`config.mk`:
```
export PLATFORM = sky130hd
export DESIGN_NAME = egm_addr
export DESIGN_NICKNAME = d
export VERILOG_FILES = /design/src/hdl/egm_pkg.sv /design/src/hdl/egm_addr.sv
export SDC_FILE = /design/constraint.sdc
export NUM_CORES = 2
export LEC_CHECK = 0
export ABC_AREA = 1
export BUFFER_PORTS_ARGS = -buffer_cell sky130_fd_sc_hd__buf_2
export CORE_MARGIN = 2
export CORE_UTILIZATION = 35
export CTS_BUF_LIST = sky130_fd_sc_hd__clkbuf_8
export DETAILED_ROUTE_END_ITERATION = 8
export GPL_TIMING_DRIVEN = 0
export PLACE_DENSITY_LB_ADDON = 0.2
export SYNTH_ARGS = -nofsm -noshare
export SYNTH_HDL_FRONTEND = slang
export SYNTH_SLANG_ARGS = --single-unit
```
`constraint.sdc`:
```
create_clock -name clk -period 6.2 [get_ports clk]
set_clock_uncertainty 0.15 [all_clocks]
set_input_delay 1.24 -clock clk [delete_from_list [all_inputs] [get_ports clk]]
set_output_delay 1.24 -clock clk [all_outputs]
set_load 0.02 [all_outputs]
```
`src/hdl/egm_pkg.sv`:
```
// ----------------------------------------------------------------------------
// egm_pkg
// types, codes and constants shared by the elevation grid blocks
// ----------------------------------------------------------------------------
`default_nettype none

package egm_pkg;

	// grid size defaults
	localparam int EGM_MAX_ROWS = 256;
	localparam int EGM_MAX_COLS = 256;

	// datapath widths
	localparam int COORD_W    = 32;
	localparam int DIFF_W     = COORD_W + 1;
	localparam int INV_W      = 16;
	localparam int PROD_W     = DIFF_W + INV_W;
	localparam int FRAC_SHIFT = 24;
	localparam int DIM_W      = 9;
	localparam int IDX_W      = 2 * DIM_W;
	localparam int CELL_W     = 16;
	localparam int STATUS_W   = 2;
	localparam int CFG_IDX_W  = 3;
	localparam int CFG_DATA_W = 32;

	// accept edge to result strobe, in cycles
	localparam int EGM_LATENCY = 6;

	// register indexes
	localparam logic [CFG_IDX_W-1:0] CFG_ORIGIN_X = 3'd0;
	localparam logic [CFG_IDX_W-1:0] CFG_ORIGIN_Y = 3'd1;
	localparam logic [CFG_IDX_W-1:0] CFG_INV_RES  = 3'd2;
	localparam logic [CFG_IDX_W-1:0] CFG_ROWS     = 3'd3;
	localparam logic [CFG_IDX_W-1:0] CFG_COLS     = 3'd4;

	// register reset values
	localparam logic [INV_W-1:0] CFG_INV_RES_RST = 16'd2560;
	localparam logic [DIM_W-1:0] CFG_DIM_RST     = 9'd256;

	// operations
	localparam logic OP_INSERT = 1'b0;
	localparam logic OP_READ   = 1'b1;

	// result status
	localparam logic [STATUS_W-1:0] STATUS_OK      = 2'd0;
	localparam logic [STATUS_W-1:0] STATUS_OUTSIDE = 2'd1;
	localparam logic [STATUS_W-1:0] STATUS_RANGE   = 2'd2;

	typedef struct packed {
		logic                      op;
		logic signed [COORD_W-1:0] point_x;
		logic signed [COORD_W-1:0] point_y;
		logic signed [COORD_W-1:0] point_z;
		logic [CELL_W-1:0]         read_cell;
	} egm_item_t;

	typedef struct packed {
		logic [STATUS_W-1:0]       status;
		logic [CELL_W-1:0]         cell_index;
		logic                      cell_valid;
		logic signed [COORD_W-1:0] min_height;
		logic signed [COORD_W-1:0] max_height;
		logic [COORD_W-1:0]        clearance;
	} egm_result_t;

	// live configuration, rows and cols already saturated
	typedef struct packed {
		logic signed [COORD_W-1:0] origin_x;
		logic signed [COORD_W-1:0] origin_y;
		logic [INV_W-1:0]          inv_res;
		logic [DIM_W-1:0]          rows;
		logic [DIM_W-1:0]          cols;
		logic [IDX_W-1:0]          cells;
	} egm_cfg_t;

	// item after address resolution
	typedef struct packed {
		logic                      is_read;
		logic [STATUS_W-1:0]       status;
		logic [IDX_W-1:0]          idx;
		logic signed [COORD_W-1:0] z;
	} egm_stage_t;

	// one grid cell as stored
	typedef struct packed {
		logic                      valid;
		logic signed [COORD_W-1:0] min_z;
		logic signed [COORD_W-1:0] max_z;
	} egm_word_t;

	// cell write-back
	typedef struct packed {
		logic             en;
		logic [IDX_W-1:0] idx;
		egm_word_t        word;
	} egm_wr_t;

endpackage

`default_nettype wire

```
`src/hdl/egm_addr.sv`:
```
// ----------------------------------------------------------------------------
// egm_addr
// four-stage pipeline from point coordinates or read index to cell address
// ----------------------------------------------------------------------------
`default_nettype none

module egm_addr
	import egm_pkg::*;
(
	input  wire logic      clk,
	input  wire logic      arst_n,
	input  wire logic      accept,
	input  wire egm_item_t item,
	input  wire egm_cfg_t  cfg,
	output logic           s4_valid,
	output egm_stage_t     s4
);

	localparam int CNUM_W = PROD_W - 1 - FRAC_SHIFT;

	logic                      v_s1, v_s2, v_s3, v_s4;
	logic                      op_s1, op_s2, op_s3;
	logic signed [DIFF_W-1:0]  dx_s1, dy_s1;
	logic signed [COORD_W-1:0] z_s1, z_s2, z_s3;
	logic [CELL_W-1:0]         rc_s1, rc_s2, rc_s3;
	logic signed [PROD_W-1:0]  px_s2, py_s2;
	logic signed [INV_W:0]     inv_s;
	logic                      x_in, y_in;
	logic [DIM_W-1:0]          col_s3, row_s3;
	logic                      outside_s3;
	logic                      rd_range_s3;
	egm_stage_t                stage_n;
	egm_stage_t                stage_s4;

	// beat valid through the stages
	always_ff @(posedge clk or negedge arst_n) begin
		if (!arst_n) begin
			v_s1 <= 1'b0;
			v_s2 <= 1'b0;
			v_s3 <= 1'b0;
			v_s4 <= 1'b0;
		end else begin
			v_s1 <= accept;
			v_s2 <= v_s1;
			v_s3 <= v_s2;
			v_s4 <= v_s3;
		end
	end

	// s1: offsets from the grid origin
	always_ff @(posedge clk) begin
		op_s1 <= item.op;
		dx_s1 <= DIFF_W'(item.point_x) - DIFF_W'(cfg.origin_x);
		dy_s1 <= DIFF_W'(item.point_y) - DIFF_W'(cfg.origin_y);
		z_s1  <= item.point_z;
		rc_s1 <= item.read_cell;
	end

	// s2: scale by cells per metre, Q24.24 result
	assign inv_s = {1'b0, cfg.inv_res};

	always_ff @(posedge clk) begin
		op_s2 <= op_s1;
		px_s2 <= dx_s1 * inv_s;
		py_s2 <= dy_s1 * inv_s;
		z_s2  <= z_s1;
		rc_s2 <= rc_s1;
	end

	// s3: floor and bounds check
	assign x_in = !px_s2[PROD_W-1] &&
		(px_s2[PROD_W-2:FRAC_SHIFT] < CNUM_W'(cfg.cols));
	assign y_in = !py_s2[PROD_W-1] &&
		(py_s2[PROD_W-2:FRAC_SHIFT] < CNUM_W'(cfg.rows));

	always_ff @(posedge clk) begin
		op_s3       <= op_s2;
		col_s3      <= px_s2[FRAC_SHIFT +: DIM_W];
		row_s3      <= py_s2[FRAC_SHIFT +: DIM_W];
		outside_s3  <= !(x_in && y_in);
		rd_range_s3 <= IDX_W'(rc_s2) >= cfg.cells;
		z_s3        <= z_s2;
		rc_s3       <= rc_s2;
	end

	// s4: row-major index and status
	always_comb begin
		stage_n.is_read = (op_s3 == OP_READ);
		stage_n.z       = z_s3;
		if (op_s3 == OP_READ) begin
			stage_n.status = rd_range_s3 ? STATUS_RANGE : STATUS_OK;
			stage_n.idx    = IDX_W'(rc_s3);
		end else if (outside_s3) begin
			stage_n.status = STATUS_OUTSIDE;
			stage_n.idx    = '0;
		end else begin
			stage_n.status = STATUS_OK;
			stage_n.idx    = IDX_W'(row_s3) * IDX_W'(cfg.cols) + IDX_W'(col_s3);
		end
	end

	always_ff @(posedge clk) begin
		stage_s4 <= stage_n;
	end

	assign s4_valid = v_s4;
	assign s4       = stage_s4;

endmodule

`default_nettype wire

```
==> impl_results.md <==
- Post-route setup TNS: 0 ps
- Post-synth EDFFs: 0
- Post-route ant nets: 0
- Die height: 398.0 um
- Num Clock Sinks: 340
- Post-Synthesis Cells: 7112
- Final Hold Viols: 0
- I/O Pins: 286
- Synth warn: 0
- Final period util: 99.11%
- GRT Total Usage: 24.59%
- DR pass1 iterations: 8
- Cell Area, Synth: 0.05433 sq mm
- Drt total wl: 190700 um
- Slew @ Worst Pin: 1376 ps
- Synth async-reset ratio: 1.176%
- CP Capture Type: flop
- Arr. time, crit path: 6630 ps
- Skew-Pair Late Insertion Delay: 760 ps
- # setup viols final: 0
- Max-cap check violation count: 0
- Reg2reg start: dx_s1[21]
- CTS tree: yes
- Outcome: completed
- Unique cell type count in the Yosys netlist: 46
- Vias in the first global route: 47630
- Post-route insts no fill: 9473
- Max-slew violation count: 0
- Largest net degree at the start of global routing: 19
- DR WL/cell: 20.13 um
- Initial drt markers: 3290
- Row count: 144
- CTS Buffer Depth: 3
- Max transition margin: 7.445%
- Worst R2R Path Depth: 21
- #FFs+latches synth: 340
- Filler cells: 16230
- H-tree levels: 2
- Die W: 398.0 um
- Ys flop type: dfxtp_1
- Initial Util: 35.27%
- Reg-to-reg slack, setup: 140 ps
- Worst setup SP type: primary input
- Clock transition at path regs: 80 ps
- Crit Path Max Fanout: 10
- Dpl cells: 9416
- Sequential share of the synthesized area: 12.57%
- Nets: 9034
- First-pass GRT wire length: 290500 um
- CP required: 6680 ps
- Synth top area cells: fa_1 (39%), inv_1 (15%), nand2_1 (13%)
- Yosys top cell area share: 38.66%
- Top cell type by total area after synthesis: fa_1
- Root buffer cell: clkbuf_8
- Layout cells sized above 1: 10.62%
- Die footprint: 0.1584 sq mm
- Reg2Reg Capture Point: px_s2[29]
- Worst Hold Class: in -> async
- Post-Syn Area per Cell: 7.639 sq um
- Mapped Nets: 8770
- Initial antenna violation count: 14
- Post-route DRC: 0
- Cts bufs inserted: 59
- Core Area: 0.1540 sq mm
- Total gr overflow: 0
- DP HPWL: 162700 um
- Gpl congestion: 0.9554
- Unrepaired setup endpoints after global routing: yes
- Vias: 44590
- Buffers on Ports: 260
- Crit Path Category: in -> reg
- Minimum hold slack: 125.6 ps
- Synth-to-layout area growth: 12.53%
- Vias per inst: 4.707
- FMAX: 162.7 MHz
- Tmin final: 6145 ps
[registers in the layout, indices dropped and copies added, names as in the netlist, 9 cells and up]
register  flops
rc_s1        16
py_s2        25
z_s1         32
z_s2         32
row_s3        9
dx_s1        33
col_s3        9
dy_s1        33
rc_s2        16
s4           53
z_s3         32
px_s2        25
rc_s3        16
[worst max-delay path by stage]
stage / startpoint / to / slack (ps) / depth (start not counted)
global route: cfg[45] / py_s2[24] / -100 / 25
finish: cfg[46] / py_s2[24] / 60 / 25
detailed placement: cfg[49] / py_s2[30] / -1880 / 20
floorplan: cfg[39] / px_s2[46] / -20 / 20
CTS: cfg[41] / py_s2[48] / 2 / 27
global placement: cfg[50] / py_s2[27] / -2010 / 18
[cells by family (layout without fill, tap and decap cells)]
family | Yosys count | in the layout | synth area share [%]
compound gates | 438 | 438 | 4.420
xor+xnor | 79 | 79 | 1.274
fa+ha+maj | 1426 | 1426 | 47.34
buf+inv | 2426 | 2736 | 16.76
flops | 340 | 340 | 12.57
other cells | 0 | 7 | 0
simple gates | 2403 | 2403 | 17.64
[placed cells by master, fill, tap and decap left out, types with 12 or more instances in the layout]
cell and n:
inv_1 2172, nand2_1 1840, fa_1 1037, ha_1 343, dfxtp_1 287, buf_2 280
nor2_1 229, a21oi_1 199, nand3_1 138, o21ai_0 106, clkbuf_8 87, clkbuf_4 51
xor2_1 50, nor2_2 48, nand4_1 35, dfxtp_2 35, clkbuf_1 34, nand2_2 34
clkbuf_2 26, a21oi_2 25, o21bai_1 24, o21ai_1 21, ha_4 21, buf_6 20
nor3_1 20, a21o_1 17, buf_4 16, xnor2_1 16, dfxtp_4 14, nor4_1 13
ha_2 13, fa_2 12
[repair_timing]
action / CTS / global route
hold endpoints to repair: 0 / 0
hold buffers: 0 / 0
setup buffers: 0 / 5
pin swaps: 2 / 11
endpoints found under the setup margin: 50 / 50
resized for setup: 312 / 320
[through the flow]
stage / util, % / setup slack, ps / cell area [sq um]
2_1_floorplan: - / -23.01 / 54430
3_3_place_gp: 37.84 / -2009 / 58290
3_5_place_dp: 37.84 / -1879 / 58290
4_1_cts: 39.10 / 1.679 / 60230
5_1_grt: 39.68 / -97.41 / 61130
6_report: 39.68 / 55.22 / 61130
[cell type report]
class | instances | area (sq um) | share of cell area, %
multi-input cells | 4346 | 39200 | 64.12
inverters | 2166 | 8138 | 13.31
flip-flops and latches | 340 | 6923 | 11.32
well taps | 2044 | 2557 | 4.184
plain buffers | 198 | 1637 | 2.677
repair buffers | 265 | 1339 | 2.190
clock buffers | 69 | 949.7 | 1.553
clock inverters | 38 | 375.4 | 0.6140
diodes | 7 | 17.52 | 0.02865
[cells in the mapped netlist, types with 2 or more instances]
master / count
inv_1: 2161
nand2_1: 1854
fa_1: 1049
ha_1: 377
dfxtp_1: 336
nor2_1: 269
clkbuf_1: 232
a21oi_1: 225
nand3_1: 140
o21ai_0: 126
xor2_1: 59
nand4_1: 35
buf_1: 27
o21bai_1: 26
nor3_1: 23
nand2_2: 21
xnor2_1: 20
a21o_1: 17
nor2_2: 15
nor4_1: 13
a21boi_0: 9
nand3b_1: 9
nor3_2: 8
a31oi_1: 7
o21ai_2: 6
o211ai_1: 5
o21a_1: 5
o21ai_1: 5
or2_2: 5
dfrtp_1: 4
inv_2: 4
a211oi_1: 2
a22o_1: 2
and2_1: 2
nor2_4: 2
nor4b_1: 2
[routing by layer]
layer	routed length, um	GRT usage [%]	up-vias
met1	80730	32.37	22100
met5	47	0	-
met4	8155	8.462	6
met3	13520	3.936	323
met2	88210	40.94	1457
li1	-	-	20710
[worst max-delay path, stage by stage]
cell,delay [ps]
clkbuf_8,230
buf_8,200
nand2_1,80
fa_1,490
inv_1,50
fa_1,510
inv_1,60
fa_1,530
inv_1,50
fa_1,480
fa_1,500
inv_1,50
fa_1,520
inv_1,80
ha_4,240
a21oi_1,170
o21ai_0,180
a21oi_2,220
nand2_2,120
nand2_1,70
nand2_1,70
nand2_1,170
nand2_1,70
nand2_1,100
nand2_4,110
Power is not shown: default switching activity piles up to over one toggle a cycle in this logic, so the estimate is an artifact.
