--- src/hdl/egm_pkg.sv ---
// ----------------------------------------------------------------------------
// egm_pkg
// types, codes and constants shared by the elevation grid blocks
// ----------------------------------------------------------------------------
`default_nettype none

package egm_pkg;

	// grid size defaults
	localparam int EGM_MAX_ROWS = 256;
	localparam int EGM_MAX_COLS = 256;

	// datapath widths
	localparam int COORD_W    = 32;
	localparam int DIFF_W     = COORD_W + 1;
	localparam int INV_W      = 16;
	localparam int PROD_W     = DIFF_W + INV_W;
	localparam int FRAC_SHIFT = 24;
	localparam int DIM_W      = 9;
	localparam int IDX_W      = 2 * DIM_W;
	localparam int CELL_W     = 16;
	localparam int STATUS_W   = 2;
	localparam int CFG_IDX_W  = 3;
	localparam int CFG_DATA_W = 32;

	// accept edge to result strobe, in cycles
	localparam int EGM_LATENCY = 6;

	// register indexes
	localparam logic [CFG_IDX_W-1:0] CFG_ORIGIN_X = 3'd0;
	localparam logic [CFG_IDX_W-1:0] CFG_ORIGIN_Y = 3'd1;
	localparam logic [CFG_IDX_W-1:0] CFG_INV_RES  = 3'd2;
	localparam logic [CFG_IDX_W-1:0] CFG_ROWS     = 3'd3;
	localparam logic [CFG_IDX_W-1:0] CFG_COLS     = 3'd4;

	// register reset values
	localparam logic [INV_W-1:0] CFG_INV_RES_RST = 16'd2560;
	localparam logic [DIM_W-1:0] CFG_DIM_RST     = 9'd256;

	// operations
	localparam logic OP_INSERT = 1'b0;
	localparam logic OP_READ   = 1'b1;

	// result status
	localparam logic [STATUS_W-1:0] STATUS_OK      = 2'd0;
	localparam logic [STATUS_W-1:0] STATUS_OUTSIDE = 2'd1;
	localparam logic [STATUS_W-1:0] STATUS_RANGE   = 2'd2;

	typedef struct packed {
		logic                      op;
		logic signed [COORD_W-1:0] point_x;
		logic signed [COORD_W-1:0] point_y;
		logic signed [COORD_W-1:0] point_z;
		logic [CELL_W-1:0]         read_cell;
	} egm_item_t;

	typedef struct packed {
		logic [STATUS_W-1:0]       status;
		logic [CELL_W-1:0]         cell_index;
		logic                      cell_valid;
		logic signed [COORD_W-1:0] min_height;
		logic signed [COORD_W-1:0] max_height;
		logic [COORD_W-1:0]        clearance;
	} egm_result_t;

	// live configuration, rows and cols already saturated
	typedef struct packed {
		logic signed [COORD_W-1:0] origin_x;
		logic signed [COORD_W-1:0] origin_y;
		logic [INV_W-1:0]          inv_res;
		logic [DIM_W-1:0]          rows;
		logic [DIM_W-1:0]          cols;
		logic [IDX_W-1:0]          cells;
	} egm_cfg_t;

	// item after address resolution
	typedef struct packed {
		logic                      is_read;
		logic [STATUS_W-1:0]       status;
		logic [IDX_W-1:0]          idx;
		logic signed [COORD_W-1:0] z;
	} egm_stage_t;

	// one grid cell as stored
	typedef struct packed {
		logic                      valid;
		logic signed [COORD_W-1:0] min_z;
		logic signed [COORD_W-1:0] max_z;
	} egm_word_t;

	// cell write-back
	typedef struct packed {
		logic             en;
		logic [IDX_W-1:0] idx;
		egm_word_t        word;
	} egm_wr_t;

endpackage

`default_nettype wire

--- src/hdl/egm_cfg.sv ---
// ----------------------------------------------------------------------------
// egm_cfg
// configuration registers with saturated grid size and cell count
// ----------------------------------------------------------------------------
`default_nettype none

module egm_cfg
	import egm_pkg::*;
#(
	parameter int MAX_ROWS = EGM_MAX_ROWS,
	parameter int MAX_COLS = EGM_MAX_COLS
) (
	input  wire logic                  clk,
	input  wire logic                  arst_n,
	input  wire logic                  cfg_we,
	input  wire logic [CFG_IDX_W-1:0]  cfg_index,
	input  wire logic [CFG_DATA_W-1:0] cfg_wdata,
	output egm_cfg_t                   cfg
);

	// caps that fit the row and column registers
	localparam int DIM_MAX = (1 << DIM_W) - 1;
	localparam int ROW_CAP = (MAX_ROWS < DIM_MAX) ? MAX_ROWS : DIM_MAX;
	localparam int COL_CAP = (MAX_COLS < DIM_MAX) ? MAX_COLS : DIM_MAX;

	logic signed [COORD_W-1:0] origin_x_q;
	logic signed [COORD_W-1:0] origin_y_q;
	logic [INV_W-1:0]          inv_res_q;
	logic [DIM_W-1:0]          rows_q;
	logic [DIM_W-1:0]          cols_q;
	logic [IDX_W-1:0]          cells_q;
	logic [DIM_W-1:0]          eff_rows;
	logic [DIM_W-1:0]          eff_cols;

	// register writes
	always_ff @(posedge clk or negedge arst_n) begin
		if (!arst_n) begin
			origin_x_q <= '0;
			origin_y_q <= '0;
			inv_res_q  <= CFG_INV_RES_RST;
			rows_q     <= CFG_DIM_RST;
			cols_q     <= CFG_DIM_RST;
		end else if (cfg_we) begin
			case (cfg_index)
				CFG_ORIGIN_X: origin_x_q <= cfg_wdata[COORD_W-1:0];
				CFG_ORIGIN_Y: origin_y_q <= cfg_wdata[COORD_W-1:0];
				CFG_INV_RES:  inv_res_q  <= cfg_wdata[INV_W-1:0];
				CFG_ROWS:     rows_q     <= cfg_wdata[DIM_W-1:0];
				CFG_COLS:     cols_q     <= cfg_wdata[DIM_W-1:0];
				default: ;
			endcase
		end
	end

	// saturate to the grid the memory holds
	assign eff_rows = (rows_q > DIM_W'(ROW_CAP)) ? DIM_W'(ROW_CAP) : rows_q;
	assign eff_cols = (cols_q > DIM_W'(COL_CAP)) ? DIM_W'(COL_CAP) : cols_q;

	// cell count for the read range check
	always_ff @(posedge clk or negedge arst_n) begin
		if (!arst_n) begin
			cells_q <= '0;
		end else begin
			cells_q <= IDX_W'(eff_rows) * IDX_W'(eff_cols);
		end
	end

	assign cfg.origin_x = origin_x_q;
	assign cfg.origin_y = origin_y_q;
	assign cfg.inv_res  = inv_res_q;
	assign cfg.rows     = eff_rows;
	assign cfg.cols     = eff_cols;
	assign cfg.cells    = cells_q;

endmodule

`default_nettype wire

--- config.mk ---
export PLATFORM = sky130hd
export DESIGN_NAME = egm_cfg
export DESIGN_NICKNAME = d
export VERILOG_FILES = /design/src/hdl/egm_pkg.sv /design/src/hdl/egm_cfg.sv
export SDC_FILE = /design/constraint.sdc
export NUM_CORES = 1
export LEC_CHECK = 0
export ABC_CLOCK_PERIOD_IN_PS = 11900
export BUFFER_PORTS_ARGS = -buffer_cell sky130_fd_sc_hd__clkbuf_2
export CAP_MARGIN = 10
export CORE_MARGIN = 3
export CORE_UTILIZATION = 53
export CTS_CLUSTER_DIAMETER = 150
export DETAILED_ROUTE_END_ITERATION = 10
export MAX_ROUTING_LAYER = met4
export PLACE_DENSITY = 0.79
export SYNTH_ARGS = -nofsm -noshare
export SYNTH_HDL_FRONTEND = slang
export SYNTH_SLANG_ARGS = --single-unit
--- constraint.sdc ---
create_clock -name clk -period 11.9 [get_ports clk]
set_input_delay 1.19 -clock clk [delete_from_list [all_inputs] [get_ports clk]]
set_output_delay 1.19 -clock clk [all_outputs]
set_load 0.03 [all_outputs]
==> PnR_summary.wiki <==
{| class="wikitable"
! Metric !! Value
|-
| Starting DRC count in detailed routing || 177
|-
| Top flip-flop cell by instance count after synthesis || dfrtp_1
|-
| Total number of placement rows || 40
|-
| Area overhead of the layout relative to synthesis || 22.3%
|-
| TritonCTS clock tree || built
|-
| Time the final worst path needs with I/O delays and setup || 4.91 ns
|-
| Startpoint kind of the worst setup timing path || register
|-
| Number of endpoints with negative hold slack in the final report || 0
|-
| EDFF count, synth || 0
|-
| Final Worst Setup Slack || 6.99 ns
|-
| Period utilization || 0.412
|-
| Cell area after technology mapping || 6830 sq um
|-
| Die Footprint || 14,300 sq um
|-
| Post-CTS Setup Repair Bufs || 0
|-
| Number of buffer cells added on primary ports || 153
|-
| Maximum number of pins on one net before global-route repair || 74
|-
| Clock edge transition at the registers on the reported setup and hold paths || 0.06 ns
|-
| Antenna violations before repair || 0
|-
| Number of CTS-inserted buffers || 17
|-
| Commonest non-fill, non-tap cells in the layout || clkbuf_2, dfrtp_1, inv_1, mux2_1, fa_1
|-
| Number of vias in the routed layout || 4,682
|-
| Number of max-capacitance violations reported || 0
|-
| Switching Fraction || 0.425
|-
| Outcome || completed
|-
| Worst EP arrival || 5.20 ns
|-
| Flop pwr share || 0.290
|-
| Proportion of layout cells with a drive suffix above 1 || 0.311
|-
| Psw || 0.804 mW
|-
| Dominant combinational cell family by area after synthesis || adder cells
|-
| Power per Cell Area || 227 nW/um^2
|-
| Initial Util || 0.554
|-
| Crit Path Class || reg2reg
|-
| Number of distinct library cells after synthesis || 44
|-
| Hold crit path type || reg2reg
|-
| Portion of total power attributed to combinational logic || 0.431
|-
| Adder-cell share of the synthesized area || 0.216
|-
| Proportion of synthesized area in mux cells || 0.163
|-
| Tightest slew margin relative to the limit || 0.390
|-
| Post-route ant nets || 0
|-
| Die Wd || 119 um
|-
| Post-synthesis xor/xnor area fraction || 0.0154
|-
| Static leakage power || 4.35 nW
|-
| VDD IR-drop max || 0.000166 V
|-
| #FFs+latches synth || 116
|-
| Achievable frequency || 204 MHz
|-
| Met2 wire len || 7710 um
|-
| Insertion delay of the later-clocked pin in the worst-skew pair || 0.42 ns
|-
| Cell at the root of the clock tree || clkbuf_16
|-
| First-pass detailed-route iteration total || 4
|-
| Number of gates resized after CTS || 0
|-
| Setup slack after placement || 7.04 ns
|-
| Worst endpoint required time || 12.20 ns
|-
| Number of inserted filler cells in the final layout || 948
|-
| Detailed Place HPWL || 12,100 um
|-
| Routed WL per cell || 17.3 um
|-
| Delay contributed by the slowest stage of the critical path || 0.68 ns
|-
| Most common library cell in the layout ignoring fill and taps || clkbuf_2
|-
| I/O Pins || 154
|-
| Internal power contribution || 1.09 mW
|-
| RSZ-0062 raised after global routing || false
|-
| Mean post-synth cell area || 12.1 sq um
|-
| Worst-path cell with the longest stage delay || dfstp_2
|-
| Post-synthesis sequential area ratio || 0.426
|-
| Total congestion overflow || 0
|-
| DR DRC count || 0
|-
| Least-Margin Pin Slew || 0.914 ns
|-
| Endpoint kind of the worst setup timing path || register
|-
| Via-per-instance ratio || 5.16
|-
| Post-synthesis async set-or-reset flop share || 1.00
|-
| Synthesized-area fraction occupied by and/or/nand/nor cells || 0.0889
|-
| Uppermost routed layer || met4
|-
| Buffer depth of the longest clock path || 2
|-
| CORE AREA || 12,300 sq um
|-
| Yosys Warn Count || 0
|-
| Antenna diode instance count || 0
|-
| Nets || 852
|-
| Detailed Route WL || 15,700 um
|-
| Cells after Synth || 566
|-
| Clk network pwr share || 0.279
|-
| Height of the die || 119 um
|-
| Syn Nets || 692
|-
| Number of clock sinks seen by CTS || 116
|-
| Worst-case clock skew || 0.00649 ns
|-
| Ordered list of cells on the worst path || nand2b_1 > inv_1 > nand2_1 > fa_1 > fa_1 > inv_1 > fa_1 > inv_1 > fa_1 > inv_1 > ha_1 > nand3_1 > a21oi_2 > o211a_4 > o21ai_0 > o311ai_1
|-
| First-pass GRT wire length || 26,000 um
|-
| Combined global-route utilization of all metal layers || 0.241
|-
| H-tree Lvls || 4
|-
| Number of global-route vias before repair || 5,044
|-
| Setup violators final || 0
|-
| Final sum of negative setup slack || 0 ns
|-
| Max-slew violation total from the final report || 0
|-
| Worst Path Max Fanout || 19
|-
| Register-to-register setup slack || 6.99 ns
|-
| Total routed wire length on the met1 layer || 6660 um
|-
| Last weighted congestion value of the routability-driven placer || 0.957
|-
| Fraction of the mapped netlist area in compound gates || 0.0332
|-
| Wire length on met3 || 1020 um
|-
| Hold buffers post-CTS || 0
|}
==> cell usage after synthesis, types with 2 or more instances <==
master    count  area, sq um
buf_2         2         10.0
nand2_1      42          158
dfrtp_1     112         2800
inv_1        76          285
a21oi_1       9         45.0
buf_4         4         30.0
o21ai_0       5         25.0
dfstp_2       4          105
fa_1         50         1000
mux2_2       28          315
a21oi_2       2         17.5
nand4_1       2         12.5
nand3_1       3         15.0
nand2b_1     18          113
clkbuf_1      6         22.5
ha_1         38          475
mux2_1       70          788
clkinv_1      2         7.51
buf_6         3         33.8
and2_1       13         81.3
nor2_1       42          158
xnor2_1      11         96.3
a21o_1        3         22.5
==> kinds of logic (layout without fill, tap and decap cells) <==
family,Yosys count,after routing
muxes,99,99
and+or+nand+nor,128,128
DFF,116,116
adders and majority gates,88,88
AOI/OAI and AO/OA,30,30
buffers and inverters,93,266
xor gates and xnor gates,12,12
==> final timing paths <==
kind / start / cells past startpoint / endpoint
setup / recovery: cols_q[8] / 16 / cells_q[16]
hold / removal: origin_y_q[27] / 1 / origin_y_q[27]
setup reg to reg: cols_q[8] / 16 / cells_q[16]
hold reg to reg: origin_y_q[27] / 1 / origin_y_q[27]
max in group asynchronous: arst_n / 2 / rows_q[1]
min in group asynchronous: arst_n / 1 / cells_q[10]
==> per-layer routing <==
layer / global-route usage / vias up
li1: - / 2155
met1: 0.305 / 2342
met2: 0.381 / 161
met3: 0.0651 / 24
met4: 0.0795 / 0
met5: - / -
==> sequential cells by signal (all words and copies together) (netlist names) <==
signal	flops
origin_x_q	32
cells_q	18
origin_y_q	32
cols_q	9
rows_q	9
inv_res_q	16
==> power by group through the flow <==
stage / clock, mW / sequential [mW] / combinational, mW
2_1_floorplan: 0 / 0.715 / 0.422
3_3_place_gp: 0 / 0.549 / 0.798
3_5_place_dp: 0 / 0.555 / 0.816
4_1_cts: 0.536 / 0.550 / 0.824
5_1_grt: 0.555 / 0.561 / 0.902
6_report: 0.528 / 0.549 / 0.817
==> area by class of cell <==
| cell class | instances | area, sq um | share of cell area |
|---|---|---|---|
| multi-input cells | 357 | 3530 | 0.423 |
| inverters | 78 | 293 | 0.0351 |
| clock inverters | 15 | 185 | 0.0222 |
| flip-flops and latches | 116 | 2910 | 0.348 |
| repair buffers | 156 | 791 | 0.0947 |
| clock buffers | 17 | 425 | 0.0510 |
| well taps | 168 | 210 | 0.0252 |
==> per-stage QoR <==
stage	cells	utilization	hold WS (ns)	instance area [sq um]	power, mW
after floorplan	566	-	0.481	6830	1.14
after global placement	875	0.628	0.468	7740	1.35
after detailed placement	875	0.628	0.475	7740	1.37
after CTS	907	0.678	0.488	8350	1.91
after global routing	907	0.678	0.502	8350	2.02
final	907	0.678	0.486	8350	1.89
==> critical path, delay by kind of cell (launching register included) <==
kind	cells	cell delay, ns
and+or+nand+nor	3	0.57
DFF	1	0.68
buffers and inverters	4	0.29
AOI/OAI and AO/OA	4	0.82
adders and majority gates	5	2.39
Note: power is estimated with default switching activity, not from simulation.
