[src/hdl/egm_pkg.sv]
// ----------------------------------------------------------------------------
// egm_pkg
// types, codes and constants shared by the elevation grid blocks
// ----------------------------------------------------------------------------
`default_nettype none

package egm_pkg;

	// grid size defaults
	localparam int EGM_MAX_ROWS = 256;
	localparam int EGM_MAX_COLS = 256;

	// datapath widths
	localparam int COORD_W    = 32;
	localparam int DIFF_W     = COORD_W + 1;
	localparam int INV_W      = 16;
	localparam int PROD_W     = DIFF_W + INV_W;
	localparam int FRAC_SHIFT = 24;
	localparam int DIM_W      = 9;
	localparam int IDX_W      = 2 * DIM_W;
	localparam int CELL_W     = 16;
	localparam int STATUS_W   = 2;
	localparam int CFG_IDX_W  = 3;
	localparam int CFG_DATA_W = 32;

	// accept edge to result strobe, in cycles
	localparam int EGM_LATENCY = 6;

	// register indexes
	localparam logic [CFG_IDX_W-1:0] CFG_ORIGIN_X = 3'd0;
	localparam logic [CFG_IDX_W-1:0] CFG_ORIGIN_Y = 3'd1;
	localparam logic [CFG_IDX_W-1:0] CFG_INV_RES  = 3'd2;
	localparam logic [CFG_IDX_W-1:0] CFG_ROWS     = 3'd3;
	localparam logic [CFG_IDX_W-1:0] CFG_COLS     = 3'd4;

	// register reset values
	localparam logic [INV_W-1:0] CFG_INV_RES_RST = 16'd2560;
	localparam logic [DIM_W-1:0] CFG_DIM_RST     = 9'd256;

	// operations
	localparam logic OP_INSERT = 1'b0;
	localparam logic OP_READ   = 1'b1;

	// result status
	localparam logic [STATUS_W-1:0] STATUS_OK      = 2'd0;
	localparam logic [STATUS_W-1:0] STATUS_OUTSIDE = 2'd1;
	localparam logic [STATUS_W-1:0] STATUS_RANGE   = 2'd2;

	typedef struct packed {
		logic                      op;
		logic signed [COORD_W-1:0] point_x;
		logic signed [COORD_W-1:0] point_y;
		logic signed [COORD_W-1:0] point_z;
		logic [CELL_W-1:0]         read_cell;
	} egm_item_t;

	typedef struct packed {
		logic [STATUS_W-1:0]       status;
		logic [CELL_W-1:0]         cell_index;
		logic                      cell_valid;
		logic signed [COORD_W-1:0] min_height;
		logic signed [COORD_W-1:0] max_height;
		logic [COORD_W-1:0]        clearance;
	} egm_result_t;

	// live configuration, rows and cols already saturated
	typedef struct packed {
		logic signed [COORD_W-1:0] origin_x;
		logic signed [COORD_W-1:0] origin_y;
		logic [INV_W-1:0]          inv_res;
		logic [DIM_W-1:0]          rows;
		logic [DIM_W-1:0]          cols;
		logic [IDX_W-1:0]          cells;
	} egm_cfg_t;

	// item after address resolution
	typedef struct packed {
		logic                      is_read;
		logic [STATUS_W-1:0]       status;
		logic [IDX_W-1:0]          idx;
		logic signed [COORD_W-1:0] z;
	} egm_stage_t;

	// one grid cell as stored
	typedef struct packed {
		logic                      valid;
		logic signed [COORD_W-1:0] min_z;
		logic signed [COORD_W-1:0] max_z;
	} egm_word_t;

	// cell write-back
	typedef struct packed {
		logic             en;
		logic [IDX_W-1:0] idx;
		egm_word_t        word;
	} egm_wr_t;

endpackage

`default_nettype wire

[src/hdl/egm_update.sv]
// ----------------------------------------------------------------------------
// egm_update
// cell read-modify-write with write forwarding, and the result register
// ----------------------------------------------------------------------------
`default_nettype none

module egm_update
	import egm_pkg::*;
(
	input  wire logic       clk,
	input  wire logic       arst_n,
	input  wire logic       s4_valid,
	input  wire egm_stage_t s4,
	input  wire egm_word_t  rd_data,
	output egm_wr_t         wr,
	output logic            done,
	output egm_result_t     result
);

	logic        v_s5;
	egm_stage_t  st_s5;
	logic        lw_valid_q;
	logic [IDX_W-1:0] lw_idx_q;
	egm_word_t   lw_word_q;
	logic        done_q;
	egm_result_t result_q;
	egm_word_t   old_word;
	egm_word_t   upd_word;
	egm_word_t   show_word;
	egm_wr_t     wr_n;
	egm_result_t res_n;

	// s5 lines up with the memory read data
	always_ff @(posedge clk or negedge arst_n) begin
		if (!arst_n) begin
			v_s5       <= 1'b0;
			lw_valid_q <= 1'b0;
			done_q     <= 1'b0;
		end else begin
			v_s5       <= s4_valid;
			lw_valid_q <= wr_n.en;
			done_q     <= v_s5;
		end
	end

	always_ff @(posedge clk) begin
		st_s5     <= s4;
		lw_idx_q  <= wr_n.idx;
		lw_word_q <= wr_n.word;
		result_q  <= res_n;
	end

	// previous beat wrote this cell at the edge of our read
	assign old_word = (lw_valid_q && lw_idx_q == st_s5.idx) ? lw_word_q : rd_data;

	// widen min and max to take the new height
	always_comb begin
		upd_word.valid = 1'b1;
		if (!old_word.valid) begin
			upd_word.min_z = st_s5.z;
			upd_word.max_z = st_s5.z;
		end else begin
			upd_word.min_z = (st_s5.z < old_word.min_z) ? st_s5.z : old_word.min_z;
			upd_word.max_z = (st_s5.z > old_word.max_z) ? st_s5.z : old_word.max_z;
		end
	end

	assign show_word = st_s5.is_read ? old_word : upd_word;

	// result fields and write-back
	always_comb begin
		res_n            = '0;
		res_n.status     = st_s5.status;
		res_n.cell_index = st_s5.idx[CELL_W-1:0];
		wr_n             = '0;
		wr_n.idx         = st_s5.idx;
		if (v_s5 && st_s5.status == STATUS_OK) begin
			res_n.cell_valid = show_word.valid;
			if (show_word.valid) begin
				res_n.min_height = show_word.min_z;
				res_n.max_height = show_word.max_z;
				res_n.clearance  = show_word.max_z - show_word.min_z;
			end
			wr_n.en   = 1'b1;
			wr_n.word = show_word;
			// a read hands the cell back empty
			if (st_s5.is_read) begin
				wr_n.word.valid = 1'b0;
			end
		end
	end

	assign wr     = wr_n;
	assign done   = done_q;
	assign result = result_q;

endmodule

`default_nettype wire

[config.mk]
export PLATFORM = sky130hd
export DESIGN_NAME = egm_update
export DESIGN_NICKNAME = d
export VERILOG_FILES = /design/src/hdl/egm_pkg.sv /design/src/hdl/egm_update.sv
export SDC_FILE = /design/constraint.sdc
export NUM_CORES = 1
export LEC_CHECK = 0
export BUFFER_PORTS_ARGS = -buffer_cell sky130_fd_sc_hd__buf_2
export CORE_ASPECT_RATIO = 1.1
export CORE_MARGIN = 2
export CORE_UTILIZATION = 55
export CTS_CLUSTER_DIAMETER = 80
export DETAILED_ROUTE_END_ITERATION = 7
export GPL_ROUTABILITY_DRIVEN = 0
export PLACE_DENSITY = 0.84
export SKIP_CTS_REPAIR_TIMING = 1
export SLEW_MARGIN = 20
export SYNTH_ARGS = -nofsm -noshare
export SYNTH_HDL_FRONTEND = slang
export SYNTH_SLANG_ARGS = --single-unit
[constraint.sdc]
create_clock -name clk -period 23.3 [get_ports clk]
set_input_delay 2.33 -clock clk [delete_from_list [all_inputs] [get_ports clk]]
set_output_delay 2.33 -clock clk [all_outputs]
set_load 0.02 [all_outputs]
==> results of run 1 <==
-- final cells by class --
type / instances / area share (%)
sequential: 238 / 35.92
timing repair buffer: 327 / 12.43
clock buffer: 35 / 5.359
antenna: 5 / 0.09402
multi-input combinational: 829 / 41.93
tap: 252 / 2.369
clock inverter: 6 / 0.6017
inverter: 46 / 1.297
-- per-layer routing --
| metal | global-route usage, % | vias up | wire (um) |
|---|---|---|---|
| met1 | 33.93 | 4593 | 12190 |
| met4 | 15.21 | 0 | 1631 |
| met2 | 52.48 | 468 | 16070 |
| met5 | 0 | - | 0 |
| met3 | 6.776 | 107 | 2554 |
| li1 | - | 4645 | - |
-- cells by family (layout without fill, tap and decap cells) --
kind of cell	after synthesis	in the layout	synth area share, %
flip-flops	238	238	43.64
buffers and inverters	123	414	5.644
multiplexers	73	73	6.786
other	0	5	0
AND/OR/NAND/NOR	391	391	15.83
XOR/XNOR	49	49	3.919
AO/OA/AOI/OAI	224	224	13.71
adder cells (fa/ha/maj)	92	92	10.46
-- cells in the mapped netlist (all sizes together) (9+ instances only) --
master	count
a21o	19
a21oi	73
and2	10
buf	54
clkbuf	23
dfxtp	235
ha	85
inv	45
mux2i	69
nand2	87
nand3	21
nand4	20
nor2	205
nor3	9
o21ai	54
xnor2	41
-- power groups by stage --
| stage | registers (uW) | logic (uW) | clock network, uW |
|---|---|---|---|
| after floorplan | 453 | 179 | 0 |
| after global placement | 445 | 248 | 0 |
| after detailed placement | 445 | 254 | 0 |
| after CTS | 437 | 256 | 395 |
| after global routing | 438 | 283 | 410 |
| final | 437 | 259 | 387 |
-- state kept, by name, indices dropped and copies added (netlist names) --
| register | cells |
|---|---|
| done | 1 |
| lw_idx_q | 3 |
| lw_valid_q | 1 |
| lw_word_q | 65 |
| res_n | 2 |
| result | 114 |
| st_s5 | 33 |
| v_s5 | 1 |
| wr | 18 |
-- per-stage QoR --
step / hold slack (ps) / worst slack (ps)
6_report: 358.6 / 13950
5_1_grt: 364.6 / 13410
4_1_cts: 360.2 / 14050
3_5_place_dp: 350.9 / 13780
3_3_place_gp: 334.3 / 14020
2_1_floorplan: 331.4 / 14850
-- worst register-to-register path: cells and delay by family, from the launching register on --
family,cells,cell delay (ps)
AOI/OAI and AO/OA,14,3450
muxes,1,390
xor gates and xnor gates,2,390
adders and majority gates,5,1570
and+or+nand+nor,10,2920
buffers and inverters,2,160
DFF,1,340
-- worst min path at each step --
stage                        to  startpoint  cells past startpoint
global route        result[114]  res_n[114]                      0
CTS                 result[114]  res_n[114]                      0
global placement    result[113]  res_n[113]                      0
finish              result[114]  res_n[114]                      0
detailed placement  result[114]  res_n[114]                      0
floorplan           result[114]  res_n[114]                      0
==> metrics, run 1 <==
final antenna-violating net count=0; Hold WC Path Type=register to register; Post-Synthesis Net Count=1,397; Yosys cell types=81; Die Area=0.02106 mm2; first-pass GRT wire length=a little over 50,000 um; initial antenna violation count=5; final net count=approximately 1,700; status=finished clean; crit share post-route=40.14%; RR Endpoint=result[20]; Residual DRC=0; FF+latch count, synth=~240; Worst-path clk slew=~60 ps; CTS tree=done; FFs w/ async S/R, synth=under 10%; Reg2Reg Setup Slack=13,950 ps; Critical Path Start=wr[67]; biggest area consumer among synthesized cells=dfxtp_1; Final Power=around 1100 uW; slowest CP cell=a21oi_1; Synth Area per Inst=between 9 and 10 um2; WL final=around 32,000 um; GRT overflow=0; crit path kind=register to register; power per cell area=about 81 mW/mm2; DP Area=about 0.012 mm2; Bufs and invs on worst path=2; top cell family by delay on the critical path=compound AO/OA/AOI/OAI gates; post-route cell area=approximately 0.013 mm2; post-layout util=roughly two thirds; register share of total power=between 40% and 50%; f_max=about 110 MHz; Starting DRT DRC Count=~630; Post-DP HPWL=roughly 24,000 um; # IOs=321; Rows=54; most frequent cells in the layout=buf_2 (320), dfxtp_1 (235), nor2_1 (204); Logic pwr share=a little under a quarter; Synth area leaders=dfxtp_1 (43%), ha_1 (9.7%), nor2_1 (7.0%); reg-to-reg startpoint=wr[67]; Die Width=around 140 um; pin count of the biggest net entering global routing=96; critical path required time=approximately 24,000 ps; multi-input combinational cell area=0.005580 mm2; fin cells=1,738; fill count=about 1,600; Final Skew=~12 ps; sw frac=around 30%; Initial Util=a little under three fifths; CP startpoint kind=register; post-synthesis cell area=around 0.011 mm2; post-synthesis instance total=about 1,200; Clock Path Buffers=3; crit path capture type=register; EDFF count, synth=0; commonest non-fill, non-tap cell in the layout=buf_2; Final Critical Period=between 9000 and 10,000 ps; PortBufs=between 300 and 400; Global Route Usage Sum=~30%; vias in the first global route=around 9,800; number of max-cap violations=0; critical path's largest stage delay=670 ps; via count=about 9,800; CTS Sinks=238; clock root buffer=clkbuf_16; Area Growth Syn to Fin=21.51%; Worst path depth=34; # setup viols final=0; first-pass iteration count of the detailed router=6; final hold violations=0; flip-flop and latch area=between 0.004 and 0.005 mm2; setup repair after global routing missed its margin=no; total core area=~0.020 mm2; Final Max Slew Viols=0; largest fanout on the critical path=57; Synth Warn #=0; Sw Pwr=323.9 uW; crit path to=result[20]; Worst slew margin=29.71%; layout cells sized above 1=a little over a quarter; Via density=~5.6; peak supply drop=between 0.07 and 0.08 mV; routed length per instance=roughly 19 um; clock share of power=a little over a third; Worst-Skew Late Latency=~520 ps; Post-Place Cells=1,692; ys flop type=dfxtp_1; CTS buffer count=24; worst slew pin tran=~1100 ps; P_leak=about 0.0069 uW; # H-tree levels=1; register area share after synthesis=a little over two fifths; setup TNS=0 ps; Die Span Y=approximately 150 um; Critical Path AT=roughly 9700 ps; Internal=roughly 760 uW; Reg2Reg Depth=34; top cell type's share of synthesized area=about 43%
No activity file was read; power rests on OpenSTA's default activity.
==> run 2, diff against run 1 <==
--- a/config.mk
+++ b/config.mk
@@ -5,14 +5,15 @@
 export SDC_FILE = /design/constraint.sdc
 export NUM_CORES = 1
 export LEC_CHECK = 0
+export ABC_AREA = 1
 export BUFFER_PORTS_ARGS = -buffer_cell sky130_fd_sc_hd__buf_2
 export CORE_ASPECT_RATIO = 1.1
 export CORE_MARGIN = 2
-export CORE_UTILIZATION = 55
+export CORE_UTILIZATION = 48
 export CTS_CLUSTER_DIAMETER = 80
 export DETAILED_ROUTE_END_ITERATION = 7
 export GPL_ROUTABILITY_DRIVEN = 0
-export PLACE_DENSITY = 0.84
+export PLACE_DENSITY = 0.77
 export SKIP_CTS_REPAIR_TIMING = 1
 export SLEW_MARGIN = 20
 export SYNTH_ARGS = -nofsm -noshare
==> constraint.sdc (replaced) <==
create_clock -name clk -period 8.1 [get_ports clk]
set_input_delay 0.81 -clock clk [delete_from_list [all_inputs] [get_ports clk]]
set_output_delay 0.81 -clock clk [all_outputs]
set_load 0.02 [all_outputs]
==> metrics, run 2 <==
status=finished clean; worst hold margin=64.53 ps (-294.0 ps); # IOs=321 (unchanged); power per cell area=221.3 mW/mm2 (+170%); fraction of the mapped netlist area in simple logic gates=27.62% (+12 points); Yosys cell types=44 (-46%); via count=10,840 (+10%); first-pass iteration count of the detailed router=5 (-1); final net count=2,047 (+22%); # setup viols final=0 (unchanged); peak supply drop=0.2021 mV (+170%); Reg2Reg Depth=45 (+32%); Initial Util=48.55% (-7.2 points); final hold violations=0 (unchanged); most instantiated cells after synthesis=nand2_1 (399), dfxtp_1 (235), nor2_1 (235); xor and xnor fraction of the mapped netlist area=0.3831% (-3.5 points); ys flop type=dfxtp_1; WL final=34,260 um (+5.6%); Synth Warn #=0 (unchanged); post-layout util=58.94% (-8.7 points); slowest CP cell=buf_4; Die Area=0.02507 mm2 (+19%); Residual DRC=0 (unchanged); Starting DRT DRC Count=679 (+7.9%); clock share of power=37.5% (+1.7 points); Logic pwr share=21.8% (-2.1 points); Sw Pwr=968.6 uW (+200%); Adder-Cell Fraction of Synth Area=9.478% (-0.99 points); biggest area consumer among synthesized cells=dfxtp_1; Final Critical Period=7299 ps (-2054 ps); flip-flop and latch area=0.004780 mm2 (unchanged); Area Growth Syn to Fin=21.42% (about the same); total core area=0.02355 mm2 (+20%); Critical Path Start=wr[77]; CTS Sinks=238 (unchanged); post-synthesis cell area=0.01143 mm2 (+4.4%); complex-gate fraction of the synthesized area=7.946% (-5.8 points); FFs w/ async S/R, synth=1.261% (unchanged); critical path required time=8500 ps (-15,160 ps); CTS buffer count=24 (unchanged); Final Max Slew Viols=0 (unchanged); Via density=5.002 (-11%); Synth Area per Inst=7.324 um2 (-20%); Worst-path clk slew=60 ps (about the same); commonest non-fill, non-tap cell in the layout=nand2_1; Worst-Skew Late Latency=540 ps (+20 ps); Hold WC Path Type=primary input to async pin; first-pass GRT wire length=52,600 um (+3.3%); vias in the first global route=10,290 (+5.0%); fill count=2,205 (+39%); Die Span Y=165.9 um (+9.1%); Reg2Reg Setup Slack=800 ps (-13,150 ps); crit path kind=register to register; Post-DP HPWL=26,660 um (+9.5%); largest fanout on the critical path=29 (-49%); most frequent cells in the layout=nand2_1 (398), buf_2 (320), nor2_1 (235), dfxtp_1 (235), inv_1 (188); Clock Path Buffers=3 (unchanged); final antenna-violating net count=0 (unchanged); post-synthesis instance total=1,561 (+31%); Die Width=151.1 um (+9.1%); top cell family by delay on the critical path=simple AND/OR/NAND/NOR gates; RR Endpoint=result[17]; crit path to=result[17]; worst slew pin tran=811.5 ps (-242.7 ps); f_max=137.0 MHz (+28%); Final Skew=11.67 ps (-0.4634 ps); most frequent cell after synthesis=nand2_1; crit path capture type=register; EDFF count, synth=0 (unchanged); Global Route Usage Sum=26.52% (-3.3 points); Rows=59 (+9.3%); sw frac=31.54% (+1.6 points); critical path's largest stage delay=400 ps (-270 ps); pin count of the biggest net entering global routing=68 (-29%); PortBufs=320 (unchanged); Critical Path AT=7700 ps (-2020 ps); multi-input combinational cell area=0.005478 mm2 (-1.8%); P_leak=0.007861 uW (+14%); FF+latch count, synth=238 (unchanged); crit share post-route=90.11% (+50 points); routed length per instance=15.81 um (-15%); main combinational cell family by area after synthesis=simple AND/OR/NAND/NOR gates; register area share after synthesis=41.81% (-1.8 points); Bufs and invs on worst path=5 (+3); post-synthesis mux area share=2.364% (-4.4 points); register share of total power=40.6% (+0.3 points); Worst path depth=45 (+32%); Worst slew margin=45.90% (+16 points); # H-tree levels=1 (unchanged); top cell type's share of synthesized area=41.15% (-1.8 points); initial antenna violation count=3 (-2); GRT overflow=0 (unchanged); CTS tree=done; reg-to-reg startpoint=wr[77]; setup repair after global routing missed its margin=no; layout cells sized above 1=23.25% (-3.6 points); clock root buffer=clkbuf_16; max reg flops=114 (unchanged); CP startpoint kind=register; Post-Synthesis Net Count=1,768 (+27%); Internal=2103 uW (+180%); setup TNS=0 ps (unchanged); Synth area leaders=dfxtp_1 (41%), nand2_1 (13%), ha_1 (9.3%); number of max-cap violations=0 (unchanged)
run 2: cell count changes in the layout (fill, tap and decap cells not counted), sizes merged, moves of 19 or more:
| cell | delta |
|---|---|
| inv | +154 |
| o21ai | +37 |
| nor2 | +39 |
| nand2 | +347 |
| xnor2 | -39 |
| mux2i | -42 |
| nand3 | +40 |
| a21o | -19 |
run 2: kinds of logic (layout without fill, tap and decap cells):
logic type / Yosys count / in the layout
xor+xnor: 5 / 5
buf+inv: 274 / 571
flops: 238 / 238
mux: 27 / 27
compound gates: 171 / 171
fa+ha+maj: 86 / 86
simple gates: 760 / 760
other cells: 0 / 4
run 2: metrics by stage:
stage | std cells | area (um2) | power, uW | setup WS (ps)
after floorplan | 1561 | 11430 | 1743 | 1508
after global placement | 2119 | 13040 | 1922 | 719.5
after detailed placement | 2119 | 13040 | 1935 | 488.1
after CTS | 2163 | 13870 | 3081 | 399.1
after global routing | 2166 | 13880 | 3223 | 96.42
final | 2167 | 13880 | 3071 | 800.9
run 2: cell type report:
class | count | share of cell area [%]
antenna | 4 | 0.07211
multi-input combinational | 1049 | 39.46
sequential | 238 | 34.43
timing repair buffer | 327 | 11.92
inverter | 200 | 5.444
clock buffer | 31 | 4.660
tap | 305 | 2.749
clock inverter | 13 | 1.262
run 2: layer usage:
layer | wire (um) | track usage (%) | vias to the layer above
met4 | 990 | 8.411 | 0
li1 | - | - | 5417
met5 | 0 | 0 | -
met3 | 2569 | 5.000 | 62
met1 | 13980 | 32.13 | 4949
met2 | 16720 | 47.00 | 412
run 2: worst min path at each step:
stage                    start     endpoint  slack [ps]  depth (start not counted)
finish                  arst_n         v_s5          60                          1
global route            arst_n         v_s5          50                          1
global placement    res_n[113]  result[113]         340                          0
CTS                     arst_n         v_s5          50                          1
floorplan           res_n[114]  result[114]         330                          0
detailed placement  res_n[113]  result[113]         350                          0
run 2: power groups by stage:
stage               clock [uW]  sequential, uW  combinational, uW
global route              1220            1250                750
floorplan                    0            1290                452
detailed placement           0            1270                662
finish                    1150            1250                671
global placement             0            1270                650
CTS                       1170            1250                667
